<file path="config.mk">
export PLATFORM = sky130hd
export DESIGN_NAME = sha256_hash_engine_flat
export DESIGN_NICKNAME = d
export VERILOG_FILES = /design/src/hw/rtl/sha_pkg.sv /design/src/hw/rtl/sha_chan_if.sv /design/src/hw/rtl/sha_msg_window.sv /design/src/hw/rtl/sha_round_core.sv /design/src/hw/rtl/sha256_hash_engine.sv /design/src/flat_wrapper.sv
export VERILOG_INCLUDE_DIRS = /design/src /design/src/hw/rtl
export SDC_FILE = /design/constraint.sdc
export NUM_CORES = 2
export LEC_CHECK = 0
export BUFFER_PORTS_ARGS = -buffer_cell sky130_fd_sc_hd__buf_2
export CORE_MARGIN = 8
export CORE_UTILIZATION = 45
export DETAILED_ROUTE_END_ITERATION = 12
export PLACE_DENSITY = 0.59
export SETUP_SLACK_MARGIN = 0.05
export SLEW_MARGIN = 30
export SYNTH_ARGS = -nofsm -noshare
export SYNTH_HDL_FRONTEND = slang
export SYNTH_SLANG_ARGS = --single-unit
export TNS_END_PERCENT = 20
</file>
<file path="constraint.sdc">
create_clock -name clock -period 9.6 [get_ports clock]
set_input_delay 0.48 -clock clock [delete_from_list [all_inputs] [get_ports clock]]
set_output_delay 0.48 -clock clock [all_outputs]
set_load 0.05 [all_outputs]
</file>
<file path="src/hw/rtl/sha256_hash_engine_macros.svh">
// Assertion macros for the SHA-256 hash engine.
// Used by the top level; expects signals named clock and reset in scope.
`ifndef SHA256_HASH_ENGINE_MACROS_SVH
`define SHA256_HASH_ENGINE_MACROS_SVH

// same-cycle implication, off during reset
`define SHA_ASSERT_IMPL(name, ante, cons, msg) \
   name: assert property (@(posedge clock) disable iff (reset) (ante) |-> (cons)) \
      else $error(msg);

// next-cycle implication, off during reset
`define SHA_ASSERT_NEXT(name, ante, cons, msg) \
   name: assert property (@(posedge clock) disable iff (reset) (ante) |=> (cons)) \
      else $error(msg);

`endif

</file>
<file path="src/hw/rtl/sha_pkg.sv">
// Shared types, constants and tables for the SHA-256 hash engine.
// No dependencies.
`default_nettype none

package sha_pkg;

   localparam int unsigned NumWords   = 8;
   localparam int unsigned BlockBytes = 64;
   localparam int unsigned NumRounds  = 64;
   localparam int unsigned LenOffset  = 56;   // first byte of the length field
   localparam logic [7:0]  PadMark    = 8'h80;

   typedef logic [31:0] sha_word_type;

   // per-cycle commands from the sequencer to the round datapath
   typedef struct packed {
      logic load;     // working vars <= hash words
      logic round;    // one compression round
      logic fold;     // hash words += working vars
      logic reinit;   // hash words <= initial values
   } sha_core_ctl_type;

   function automatic sha_word_type sha_rotr(input sha_word_type x, input int unsigned k);
      return 32'({x, x} >> k);
   endfunction

   function automatic sha_word_type sha_init_hash(input logic [2:0] idx);
      sha_word_type v;
      case (idx)
         3'd0:    v = 32'h6a09e667;
         3'd1:    v = 32'hbb67ae85;
         3'd2:    v = 32'h3c6ef372;
         3'd3:    v = 32'ha54ff53a;
         3'd4:    v = 32'h510e527f;
         3'd5:    v = 32'h9b05688c;
         3'd6:    v = 32'h1f83d9ab;
         default: v = 32'h5be0cd19;
      endcase
      return v;
   endfunction

   function automatic sha_word_type sha_round_k(input logic [5:0] idx);
      sha_word_type v;
      case (idx)
         6'd0:  v = 32'h428a2f98;  6'd1:  v = 32'h71374491;
         6'd2:  v = 32'hb5c0fbcf;  6'd3:  v = 32'he9b5dba5;
         6'd4:  v = 32'h3956c25b;  6'd5:  v = 32'h59f111f1;
         6'd6:  v = 32'h923f82a4;  6'd7:  v = 32'hab1c5ed5;
         6'd8:  v = 32'hd807aa98;  6'd9:  v = 32'h12835b01;
         6'd10: v = 32'h243185be;  6'd11: v = 32'h550c7dc3;
         6'd12: v = 32'h72be5d74;  6'd13: v = 32'h80deb1fe;
         6'd14: v = 32'h9bdc06a7;  6'd15: v = 32'hc19bf174;
         6'd16: v = 32'he49b69c1;  6'd17: v = 32'hefbe4786;
         6'd18: v = 32'h0fc19dc6;  6'd19: v = 32'h240ca1cc;
         6'd20: v = 32'h2de92c6f;  6'd21: v = 32'h4a7484aa;
         6'd22: v = 32'h5cb0a9dc;  6'd23: v = 32'h76f988da;
         6'd24: v = 32'h983e5152;  6'd25: v = 32'ha831c66d;
         6'd26: v = 32'hb00327c8;  6'd27: v = 32'hbf597fc7;
         6'd28: v = 32'hc6e00bf3;  6'd29: v = 32'hd5a79147;
         6'd30: v = 32'h06ca6351;  6'd31: v = 32'h14292967;
         6'd32: v = 32'h27b70a85;  6'd33: v = 32'h2e1b2138;
         6'd34: v = 32'h4d2c6dfc;  6'd35: v = 32'h53380d13;
         6'd36: v = 32'h650a7354;  6'd37: v = 32'h766a0abb;
         6'd38: v = 32'h81c2c92e;  6'd39: v = 32'h92722c85;
         6'd40: v = 32'ha2bfe8a1;  6'd41: v = 32'ha81a664b;
         6'd42: v = 32'hc24b8b70;  6'd43: v = 32'hc76c51a3;
         6'd44: v = 32'hd192e819;  6'd45: v = 32'hd6990624;
         6'd46: v = 32'hf40e3585;  6'd47: v = 32'h106aa070;
         6'd48: v = 32'h19a4c116;  6'd49: v = 32'h1e376c08;
         6'd50: v = 32'h2748774c;  6'd51: v = 32'h34b0bcb5;
         6'd52: v = 32'h391c0cb3;  6'd53: v = 32'h4ed8aa4a;
         6'd54: v = 32'h5b9cca4f;  6'd55: v = 32'h682e6ff3;
         6'd56: v = 32'h748f82ee;  6'd57: v = 32'h78a5636f;
         6'd58: v = 32'h84c87814;  6'd59: v = 32'h8cc70208;
         6'd60: v = 32'h90befffa;  6'd61: v = 32'ha4506ceb;
         6'd62: v = 32'hbef9a3f7;
         default: v = 32'hc67178f2;
      endcase
      return v;
   endfunction

endpackage

`default_nettype wire

</file>
<file path="src/hw/rtl/sha_chan_if.sv">
// Valid/ready channel interfaces for the SHA-256 hash engine.
// Request channel carries message bytes, response channel digest words.
`default_nettype none

interface sha_req_if;
   logic       valid;
   logic       ready;
   logic [7:0] data_byte;
   logic       byte_present;
   logic       message_end;

   modport source (output valid, output data_byte, output byte_present,
                   output message_end, input ready);
   modport sink   (input valid, input data_byte, input byte_present,
                   input message_end, output ready);
endinterface

interface sha_rsp_if;
   logic        valid;
   logic        ready;
   logic [31:0] digest_word;
   logic [2:0]  word_index;
   logic        last_word;

   modport source (output valid, output digest_word, output word_index,
                   output last_word, input ready);
   modport sink   (input valid, input digest_word, input word_index,
                   input last_word, output ready);
endinterface

`default_nettype wire

</file>
<file path="src/hw/rtl/sha_msg_window.sv">
// Block buffer and message schedule: 16-word window, byte-filled, then shifted.
// Depends on sha_pkg.
`default_nettype none

module sha_msg_window (
   input  logic               clock,
   input  logic               wr_en,
   input  logic [5:0]         wr_pos,
   input  logic [7:0]         wr_byte,
   input  logic               shift_en,
   output sha_pkg::sha_word_type w_cur
);
   import sha_pkg::*;

   logic [3:0][7:0] win_ff [16];
   logic [3:0][7:0] win_in [16];
   sha_word_type    w_next;

   function automatic sha_word_type ssig0(input sha_word_type x);
      return sha_rotr(x, 7) ^ sha_rotr(x, 18) ^ (x >> 3);
   endfunction

   function automatic sha_word_type ssig1(input sha_word_type x);
      return sha_rotr(x, 17) ^ sha_rotr(x, 19) ^ (x >> 10);
   endfunction

   // W[t+16] from the window holding W[t..t+15]
   assign w_next = ssig1(win_ff[14]) + win_ff[9] + ssig0(win_ff[1]) + win_ff[0];
   assign w_cur  = win_ff[0];

   always_comb begin
      win_in = win_ff;
      if (shift_en) begin
         for (int i = 0; i < 15; i++) begin
            win_in[i] = win_ff[i + 1];
         end
         win_in[15] = w_next;
      end else if (wr_en) begin
         // big-endian: byte 0 of a word lands in bits 31:24
         win_in[wr_pos[5:2]][~wr_pos[1:0]] = wr_byte;
      end
   end

   always_ff @(posedge clock) begin
      win_ff <= win_in;
   end

endmodule

`default_nettype wire

</file>
<file path="src/hw/rtl/sha_round_core.sv">
// Compression datapath: working variables a..h, hash words, one round per cycle.
// Depends on sha_pkg.
`default_nettype none

module sha_round_core (
   input  logic                      clock,
   input  logic                      reset,
   input  sha_pkg::sha_core_ctl_type ctl,
   input  sha_pkg::sha_word_type     k_val,
   input  sha_pkg::sha_word_type     w_val,
   input  logic [2:0]                rd_idx,
   output sha_pkg::sha_word_type     rd_word
);
   import sha_pkg::*;

   sha_word_type work_ff [8];
   sha_word_type work_in [8];
   sha_word_type hash_ff [8];
   sha_word_type hash_in [8];
   sha_word_type big1, pick, big0, vote, t1, t2;

   assign big1 = sha_rotr(work_ff[4], 6) ^ sha_rotr(work_ff[4], 11) ^ sha_rotr(work_ff[4], 25);
   assign pick = (work_ff[4] & work_ff[5]) ^ (~work_ff[4] & work_ff[6]);
   assign big0 = sha_rotr(work_ff[0], 2) ^ sha_rotr(work_ff[0], 13) ^ sha_rotr(work_ff[0], 22);
   assign vote = (work_ff[0] & work_ff[1]) ^ (work_ff[0] & work_ff[2])
               ^ (work_ff[1] & work_ff[2]);
   assign t1   = work_ff[7] + big1 + pick + k_val + w_val;
   assign t2   = big0 + vote;

   assign rd_word = hash_ff[rd_idx];

   always_comb begin
      work_in = work_ff;
      hash_in = hash_ff;
      if (ctl.load) begin
         work_in = hash_ff;
      end else if (ctl.round) begin
         work_in[7] = work_ff[6];
         work_in[6] = work_ff[5];
         work_in[5] = work_ff[4];
         work_in[4] = work_ff[3] + t1;
         work_in[3] = work_ff[2];
         work_in[2] = work_ff[1];
         work_in[1] = work_ff[0];
         work_in[0] = t1 + t2;
      end
      if (ctl.fold) begin
         for (int i = 0; i < 8; i++) begin
            hash_in[i] = hash_ff[i] + work_ff[i];
         end
      end else if (ctl.reinit) begin
         for (int i = 0; i < 8; i++) begin
            hash_in[i] = sha_init_hash(3'(i));
         end
      end
   end

   always_ff @(posedge clock) begin
      if (reset) begin
         for (int i = 0; i < 8; i++) begin
            hash_ff[i] <= sha_init_hash(3'(i));
         end
      end else begin
         hash_ff <= hash_in;
      end
   end

   always_ff @(posedge clock) begin
      work_ff <= work_in;
   end

endmodule

`default_nettype wire

</file>
<file path="src/hw/rtl/sha256_hash_engine.sv">
// SHA-256 hash engine top level: request sequencer, padding, digest output.
// Depends on sha_pkg, sha_chan_if, sha_msg_window, sha_round_core and the macro header.
//
//   channel   dir  handshake           payload
//   req_chan  in   valid/ready         data_byte[7:0], byte_present, message_end
//   rsp_chan  out  valid/ready         digest_word[31:0], word_index[2:0], last_word
//
// A byte request that does not complete a block leaves ready high.
// A full 64-byte block holds off requests through load, 64 rounds on the
// single round unit, and fold. A message end adds the padding bytes, one per cycle
// up to the block end, one or two compressions, and the hand-out of the 8 digest words.
// Synchronous active-high reset returns to the initial hash with an empty message.
// The response register holds its word while rsp ready is low; the sequencer waits.
`default_nettype none

`include "sha256_hash_engine_macros.svh"

module sha256_hash_engine (
   input logic        clock,
   input logic        reset,
   sha_req_if.sink    req_chan,
   sha_rsp_if.source  rsp_chan
);
   import sha_pkg::*;

   typedef enum logic [2:0] {
      ST_IDLE,    // taking requests
      ST_PAD,     // writing one padding byte per cycle
      ST_LOAD,    // copy hash words into working vars
      ST_ROUND,   // 64 rounds
      ST_FOLD,    // add working vars back into the hash
      ST_OUT      // hand out digest words
   } state_type;

   state_type    state_ff, state_in;
   logic [5:0]   fill_ff, fill_in;       // bytes in the current block
   logic [63:0]  bits_ff, bits_in;       // message length in bits, wraps
   logic [5:0]   round_ff, round_in;
   logic         end_ff, end_in;         // message end seen, padding owed
   logic         mark_ff, mark_in;       // 0x80 marker still to write
   logic         mark_hi_ff, mark_hi_in; // marker landed at or past the length slot start
   logic         final_ff, final_in;     // block being compressed holds the length
   logic [2:0]   out_idx_ff, out_idx_in;
   logic         rsp_valid_ff, rsp_valid_in;
   sha_word_type rsp_word_ff, rsp_word_in;
   logic [2:0]   rsp_idx_ff, rsp_idx_in;
   logic         rsp_last_ff, rsp_last_in;

   logic             req_accept;
   logic             rsp_take;
   logic             len_slot;
   logic [7:0][7:0]  len_bytes;
   logic [7:0]       pad_byte;
   logic             win_wr;
   logic [7:0]       win_byte;
   sha_word_type     w_cur;
   sha_word_type     hash_word;
   sha_core_ctl_type core_ctl;

   assign req_chan.ready = (state_ff == ST_IDLE);
   assign req_accept     = req_chan.valid && req_chan.ready;

   // output register is free, or its word leaves this cycle
   assign rsp_take = !rsp_valid_ff || rsp_chan.ready;

   // length bytes go into the last eight slots of the final block only,
   // never into a block that also took the marker past the slot start
   assign len_bytes = bits_ff;
   assign len_slot  = (fill_ff >= 6'(LenOffset)) && !mark_hi_ff && !mark_ff;
   assign pad_byte  = mark_ff  ? PadMark :
                      len_slot ? len_bytes[~fill_ff[2:0]] : 8'h00;

   assign win_wr   = (req_accept && req_chan.byte_present) || (state_ff == ST_PAD);
   assign win_byte = (state_ff == ST_PAD) ? pad_byte : req_chan.data_byte;

   assign core_ctl.load   = (state_ff == ST_LOAD);
   assign core_ctl.round  = (state_ff == ST_ROUND);
   assign core_ctl.fold   = (state_ff == ST_FOLD);
   assign core_ctl.reinit = (state_ff == ST_OUT) && rsp_take
                            && (out_idx_ff == 3'(NumWords - 1));

   sha_msg_window u_window (
      .clock    (clock),
      .wr_en    (win_wr),
      .wr_pos   (fill_ff),
      .wr_byte  (win_byte),
      .shift_en (state_ff == ST_ROUND),
      .w_cur    (w_cur)
   );

   sha_round_core u_core (
      .clock   (clock),
      .reset   (reset),
      .ctl     (core_ctl),
      .k_val   (sha_round_k(round_ff)),
      .w_val   (w_cur),
      .rd_idx  (out_idx_ff),
      .rd_word (hash_word)
   );

   always_comb begin
      state_in     = state_ff;
      fill_in      = fill_ff;
      bits_in      = bits_ff;
      round_in     = round_ff;
      end_in       = end_ff;
      mark_in      = mark_ff;
      mark_hi_in   = mark_hi_ff;
      final_in     = final_ff;
      out_idx_in   = out_idx_ff;
      rsp_valid_in = rsp_valid_ff;
      rsp_word_in  = rsp_word_ff;
      rsp_idx_in   = rsp_idx_ff;
      rsp_last_in  = rsp_last_ff;

      if (rsp_chan.ready) begin
         rsp_valid_in = 1'b0;
      end

      unique case (state_ff)
         ST_IDLE: begin
            if (req_accept) begin
               if (req_chan.byte_present) begin
                  fill_in = fill_ff + 6'd1;
                  bits_in = bits_ff + 64'd8;
               end
               if (req_chan.message_end) begin
                  end_in  = 1'b1;
                  mark_in = 1'b1;
               end
               // a byte that fills the block is compressed before any padding
               if (req_chan.byte_present && fill_ff == 6'(BlockBytes - 1)) begin
                  state_in = ST_LOAD;
               end else if (req_chan.message_end) begin
                  state_in = ST_PAD;
               end
            end
         end
         ST_PAD: begin
            fill_in = fill_ff + 6'd1;
            mark_in = 1'b0;
            if (mark_ff && fill_ff >= 6'(LenOffset)) begin
               mark_hi_in = 1'b1;
            end
            if (fill_ff == 6'(BlockBytes - 1)) begin
               final_in = len_slot;
               state_in = ST_LOAD;
            end
         end
         ST_LOAD: begin
            round_in = 6'd0;
            state_in = ST_ROUND;
         end
         ST_ROUND: begin
            round_in = round_ff + 6'd1;
            if (round_ff == 6'(NumRounds - 1)) begin
               state_in = ST_FOLD;
            end
         end
         ST_FOLD: begin
            mark_hi_in = 1'b0;
            if (final_ff) begin
               final_in   = 1'b0;
               end_in     = 1'b0;
               out_idx_in = 3'd0;
               state_in   = ST_OUT;
            end else if (end_ff) begin
               state_in = ST_PAD;
            end else begin
               state_in = ST_IDLE;
            end
         end
         ST_OUT: begin
            if (rsp_take) begin
               rsp_valid_in = 1'b1;
               rsp_word_in  = hash_word;
               rsp_idx_in   = out_idx_ff;
               rsp_last_in  = (out_idx_ff == 3'(NumWords - 1));
               out_idx_in   = out_idx_ff + 3'd1;
               if (out_idx_ff == 3'(NumWords - 1)) begin
                  // hash words reinit in the core this same cycle
                  fill_in  = 6'd0;
                  bits_in  = 64'd0;
                  state_in = ST_IDLE;
               end
            end
         end
         default: begin
            state_in = ST_IDLE;
         end
      endcase
   end

   always_ff @(posedge clock) begin
      if (reset) begin
         state_ff     <= ST_IDLE;
         fill_ff      <= 6'd0;
         bits_ff      <= 64'd0;
         round_ff     <= 6'd0;
         end_ff       <= 1'b0;
         mark_ff      <= 1'b0;
         mark_hi_ff   <= 1'b0;
         final_ff     <= 1'b0;
         out_idx_ff   <= 3'd0;
         rsp_valid_ff <= 1'b0;
      end else begin
         state_ff     <= state_in;
         fill_ff      <= fill_in;
         bits_ff      <= bits_in;
         round_ff     <= round_in;
         end_ff       <= end_in;
         mark_ff      <= mark_in;
         mark_hi_ff   <= mark_hi_in;
         final_ff     <= final_in;
         out_idx_ff   <= out_idx_in;
         rsp_valid_ff <= rsp_valid_in;
      end
      rsp_word_ff <= rsp_word_in;
      rsp_idx_ff  <= rsp_idx_in;
      rsp_last_ff <= rsp_last_in;
   end

   assign rsp_chan.valid       = rsp_valid_ff;
   assign rsp_chan.digest_word = rsp_word_ff;
   assign rsp_chan.word_index  = rsp_idx_ff;
   assign rsp_chan.last_word   = rsp_last_ff;

   // last_word flags the final digest word and nothing else
   `SHA_ASSERT_IMPL(a_last_idx, rsp_chan.valid && rsp_chan.last_word, rsp_chan.word_index == 3'd7, "last_word on wrong index")
   // every accepted byte advances the block fill by one
   `SHA_ASSERT_NEXT(a_fill_step, req_accept && req_chan.byte_present, fill_ff == $past(fill_ff) + 6'd1, "fill count did not advance")
   // the length-carrying block always leads to digest output
   `SHA_ASSERT_NEXT(a_final_out, state_ff == ST_FOLD && final_ff, state_ff == ST_OUT, "final block did not start output")
   // after the last word the message state is clean
   `SHA_ASSERT_NEXT(a_done_clear, core_ctl.reinit, state_ff == ST_IDLE && fill_ff == 6'd0 && bits_ff == 64'd0, "message state not cleared")

endmodule

`default_nettype wire

</file>
<file path="src/flat_wrapper.sv">
// flat-port wrapper written by rule: the top's interface ports become plain ports
module sha256_hash_engine_flat import sha_pkg::*;
  (clock, reset, req_chan_valid, req_chan_data_byte, req_chan_byte_present, req_chan_message_end, req_chan_ready, rsp_chan_valid, rsp_chan_digest_word, rsp_chan_word_index, rsp_chan_last_word, rsp_chan_ready);
  sha_req_if req_chan_i ();
  sha_rsp_if rsp_chan_i ();
  input logic clock;
  input logic reset;
  input wire logic [$bits(req_chan_i.valid)-1:0] req_chan_valid;
  input wire logic [$bits(req_chan_i.data_byte)-1:0] req_chan_data_byte;
  input wire logic [$bits(req_chan_i.byte_present)-1:0] req_chan_byte_present;
  input wire logic [$bits(req_chan_i.message_end)-1:0] req_chan_message_end;
  output wire logic [$bits(req_chan_i.ready)-1:0] req_chan_ready;
  output wire logic [$bits(rsp_chan_i.valid)-1:0] rsp_chan_valid;
  output wire logic [$bits(rsp_chan_i.digest_word)-1:0] rsp_chan_digest_word;
  output wire logic [$bits(rsp_chan_i.word_index)-1:0] rsp_chan_word_index;
  output wire logic [$bits(rsp_chan_i.last_word)-1:0] rsp_chan_last_word;
  input wire logic [$bits(rsp_chan_i.ready)-1:0] rsp_chan_ready;
  assign req_chan_i.valid = req_chan_valid;
  assign req_chan_i.data_byte = req_chan_data_byte;
  assign req_chan_i.byte_present = req_chan_byte_present;
  assign req_chan_i.message_end = req_chan_message_end;
  assign req_chan_ready = req_chan_i.ready;
  assign rsp_chan_valid = rsp_chan_i.valid;
  assign rsp_chan_digest_word = rsp_chan_i.digest_word;
  assign rsp_chan_word_index = rsp_chan_i.word_index;
  assign rsp_chan_last_word = rsp_chan_i.last_word;
  assign rsp_chan_i.ready = rsp_chan_ready;
  sha256_hash_engine u_core (.clock(clock), .reset(reset), .req_chan(req_chan_i), .rsp_chan(rsp_chan_i));
endmodule
</file>
**Yosys cells after proc, flatten, opt, wreduce, memory -nomap -nowiden**

Memory sizes are Yosys's and may differ from the RTL's. A register that Yosys moved wholly into a read port is not among the register bits.
Cells that the tools add are included.

- Register bits after elaboration: 1147
- Output and inout bits: 38
- Input port bits: 14
- Bits in read-only memories: 2048
- Bits in latches: 0
- RAM bits: 0
- Memories kept: 1

Memory list:

| memory | depth | bits a word | read ports | clocked after memory_dff | write ports | RTL line | source |
|---|---|---|---|---|---|---|---|
| (no name shown) | 64 | 32 | 1 | 1 | 0 | sha_pkg.sv:44 | `case (idx)` |

- Div/mod/pow operators: 0
- Shift-type cells: 0
- Multiply operators: 0
- Mux-type cells: 57
- $add $sub $neg: 22
- Eq/ne operators: 18
- Bitwise operators: 21
- Magnitude comparators: 7
- Reductions and logical operators: 34

Operator list:

| kind | number |
|---|---|
| 2-to-1 mux 256 bit | 4 |
| 2-to-1 mux 512 bit | 2 |
| adder 32 bit | 18 |
| bitwise mux 512 bit | 1 |
| XOR 32 bit | 9 |
| 2-to-1 mux 64 bit | 4 |
| AND 32 bit | 5 |
| demux 32 bit (select 4 bit) | 1 |
| one-hot mux 64 bit (2 select lines) | 1 |
| binary-select mux 32 bit (select 3 bit) | 1 |
| 2-to-1 mux 32 bit | 3 |
| adder 64 x 4 -> 64 bit (second input constant) | 1 |
| 2-to-1 mux 8 bit | 5 |
| 2-to-1 mux 6 bit | 6 |
| inverter 32 bit | 1 |
| XOR 32 x 22 -> 32 bit | 1 |
| XOR 32 x 29 -> 32 bit | 1 |
| 2-to-1 mux 3 bit | 10 |
| binary-select mux 8 bit (select 3 bit) | 1 |
| one-hot mux 3 bit (6 select lines) | 1 |
| one-hot mux 6 bit (3 select lines) | 1 |
| demux 8 bit (select 2 bit) | 1 |
| nonzero test 2 bit | 8 |
| adder 6 x 1 -> 6 bit (second input constant) | 2 |
| other kinds (33) | 71 |

**Depth between registers and ports, before layout**

- Depth in word-level cells: 10
- Depth in mapped cells: 34
- Gate-level depth less buffers: 33

**Modules after synthesis**

Synthesis repeated with hierarchy kept, for this count alone.

- Cells, all modules: 7976
- Area total of the unflattened synthesis: 77460.5 µm²

Modules (own cells, without submodules):

| module | area an instance (µm²) | cells each | sequential area each (µm²) | instances |
|---|---|---|---|---|
| sha_round_core | 42380.6 | 4520 | 12812.3 | 1 |
| sha_msg_window | 25811.0 | 2333 | 15374.7 | 1 |
| sha256_hash_engine | 9268.9 | 1123 | 3403.3 | 1 |

**Worst setup path before layout**

OpenSTA, ideal clock, no wires.

- Path type: flip-flop to flip-flop
- Start point: reg u_core.state_ff[1]
- End point: reg u_core.u_window.win_ff[256] (netlist name), enable pin
- Data arrival time: 7390 ps
- Required time: 9225 ps
- Slack: 1834 ps
- Cell stages (with the launch flop): 8
- Path buffers: 3
- Cells stage by stage: dfxtp_1 nand2b_1 clkbuf_1 inv_1 nand2_1 clkbuf_1 buf_1 a21oi_1

- Cells in the longest elaborated chain, start to end: 5
- Elaborated cells on any way between the ends: 7
- Classes of those cells: eq/ne (2); reduce/logical (5)

RTL lines:

| item | RTL line | source |
|---|---|---|
| start: declaration | sha256_hash_engine.sv:35 | `state_type state_ff, state_in;` |
| start signal: assignment | sha256_hash_engine.sv:207 | `state_ff <= state_in;` |
| logical NOT 3 bit | sha256_hash_engine.sv:60 | `assign req_chan.ready = (state_ff == ST_IDLE);` |
| logical AND 1 bit | sha256_hash_engine.sv:61 | `assign req_accept = req_chan.valid && req_chan.ready;` |
| logical AND 1 bit | sha256_hash_engine.sv:73 | `assign win_wr = (req_accept && req_chan.byte_present) \|\| (state_ff == ST_PAD);` |
| logical OR 1 bit | sha256_hash_engine.sv:73 |  |
| nonzero test 2 bit (no source line) (*) | n/a |  |
| end signal: assignment | sha_msg_window.sv:45 | `win_ff <= win_in;` |
| end: declaration | sha_msg_window.sv:15 | `logic [3:0][7:0] win_ff [16];` |

Every way passes the cells marked *; elsewhere a longest branch is shown, timed or not.
A chain may end at the register's enable or synchronous reset.

==> metrics <==
min cycle time layout=8.21 ns; CTS buffer count=138; layout cell share with drive strength beyond 1=6.98%; Die Ht=427 um; Die ar.=roughly 180,000 um2; CTS H-tree lvls=4; register bit count reported by yosys=1,176; DR vias/cell=approximately 6; Overflow after GRT=0; CP arrival=roughly 8.7 ns; cell with the most instances after synthesis=nand2_1; largest net degree at the start of global routing=253; slew margin rel.=approximately 23%; Die Width=~430 um; Global Route Usage Sum=27.9%; register area share after synthesis=a little over two fifths; Synth area leader=edfxtp_1; Root Driver=clkbuf_16; first-pass GRT wire length=approximately 390,000 um; Detailed Route Iter0 Violations=between 7,000 and 8,000; Synth Warn #=0; Synth top cells by count=nand2_1, o21ai_0, edfxtp_1; Max clock buf depth=3; Synth area leaders=edfxtp_1, dfxtp_1, nand2_1; Yosys cell types=95; clock latency on the worst-skew pair=roughly 0.81 ns; Final #Nets=between 8,000 and 9,000; Placeable Area=167,000 um2; Layout area overhead=8.99%; critical path class=reg -> reg; Design Area, Final=about 83,000 um2; vias in the first global route=around 58,000; Final period util=between 80 and 90%; Clock Sinks=approximately 1,200; Max-Cap Viols=0; Worst Hold Class=in -> reg; status=complete, no violations; Final Skew=between 0.04 and 0.05 ns; Max stage delay cell, worst path=edfxtp_1; RSZ-0062 raised after global routing=no; CP startpoint kind=register; synthesized cell area=75,900 um2; Required @ worst endpoint=around 10 ns; Final ANT Viol Nets=0; final setup fails=0; slowest stage delay, CP=~0.67 ns; final-report hold violation count=0; Vias=around 62,000; Routed wire per std cell=between 20 and 30 um; placed instance area=78,100 um2; fmax=122 MHz; Post-synth EDFFs=~800; initial antenna violation count=10; # rows=150; Async SR Flop Fraction=0%; Slew Viols, Final=0; post-synth top area share=a little under a third; Avg Inst Size Synth=just over 9 um2; Post-CTS Setup Inserts=0; Synthesized Nets=~9,000; Main synth FF type=edfxtp_1; setup TNS=0 ns; Residual DRC=0; I/O Buffers=a little over 50; Final Routed Wirelength=261,000 um; hold buffers post-CTS=1; First-pass DRT Iterations=6; crit-path max FO=6; post-cts sizing count=0; Mapped Cells=~8,000; Final GP Congestion=around 0.99; worst slew pin tran=around 1.2 ns; Worst setup EP type=register; CTS clk-pin slew, worst paths=roughly 0.060 ns; Starting Density=45.3%; Final HPWL DP=about 190,000 um; Ports=between 50 and 60; CTS tree=yes; most used cell along the critical path=fa_1
metrics by stage:
step / setup WS, ns / hold slack [ns] / std cells / utilization (%)
after floorplan: 1.83 / 0.435 / 8132 / -
after global placement: 1.64 / 0.475 / 10000 / 46.7
after detailed placement: 1.55 / 0.493 / 10000 / 46.7
after CTS: 1.49 / 0.0239 / 10300 / 49.4
after global routing: 0.974 / 0.0497 / 10300 / 49.4
final: 1.39 / 0.0729 / 10300 / 49.4
registers in the layout, summed over array words and instances, names as in the netlist, 32 cells and up:
name and cells:
u_core.u_window.win_ff 480, u_core.u_core.hash_ff 256, u_core.u_core.work_ff 256, u_core.bits_ff 61, u_core.rsp_chan.digest_word 32, u_core.u_core.k_val 32
u_core.u_window.w_cur 32
worst max-delay path, delay by kind of cell (launching register included):
family	cells	cell delay [ns]
fa+ha+maj	7	2.83
xor+xnor	4	1.00
flops	1	0.67
compound gates	12	2.64
buf+inv	2	0.14
simple gates	4	0.63
final timing paths:
kind | startpoint | to | slack (ns) | cells after the start
setup / recovery | u_core.u_core.work_ff[122]$_DFFE_PN_ | u_core.u_core.work_ff[255]$_DFFE_PN_ | 1.39 | 29
hold / removal | reset | u_core.mark_hi_ff$_SDFFE_PP0P_ | 0.07 | 2
setup reg to reg | u_core.u_core.work_ff[122]$_DFFE_PN_ | u_core.u_core.work_ff[255]$_DFFE_PN_ | 1.39 | 29
hold reg to reg | u_core.bits_ff[18]$_SDFFE_PP0P_ | u_core.bits_ff[18]$_SDFFE_PP0P_ | 0.50 | 2
routing by layer:
layer | part of all wire, % | track usage, %
met2 | 42 | 40.3
met3 | 9.4 | 5.14
met5 | 0.028 | 0
met1 | 45 | 42.1
met4 | 3.6 | 8.85
placed cells by master, fill, tap and decap left out, types with 82 or more instances in the layout:
cell,instances
nand2_1,1476
o21ai_0,828
edfxtp_1,804
a21oi_1,525
nor2_1,503
ha_1,399
xnor2_1,389
dfxtp_1,369
inv_1,354
xor2_1,244
fa_1,195
a21o_1,170
nand2b_1,143
clkbuf_16,142
o22ai_1,125
nand3_1,114
buf_4,82
final cells by class:
class                           count  area (um2)
Fill cell                       15600       84700
Multi-Input combinational cell   6138       41400
Sequential cell                  1176       31600
Clock buffer                      201        3850
Tap cell                         2204        2760
Inverter                          359        1360
Timing Repair Buffer              142        1040
Clock inverter                     51         649
Antenna cell                        3        7.51
cells by family after synthesis:
| kind of cell | after synthesis | synth area share, % |
|---|---|---|
| adder cells (fa/ha/maj) | 615 | 12.0 |
| multiplexers | 153 | 3.41 |
| XOR/XNOR | 633 | 7.31 |
| AO/OA/AOI/OAI | 2200 | 17.4 |
| flip-flops | 1176 | 41.6 |
| AND/OR/NAND/NOR | 2537 | 14.1 |
| buffers and inverters | 818 | 4.06 |
Power is left out: the tool's default activity adds up to more than one toggle a clock period on the data nets, which glitch-free logic cannot reach.
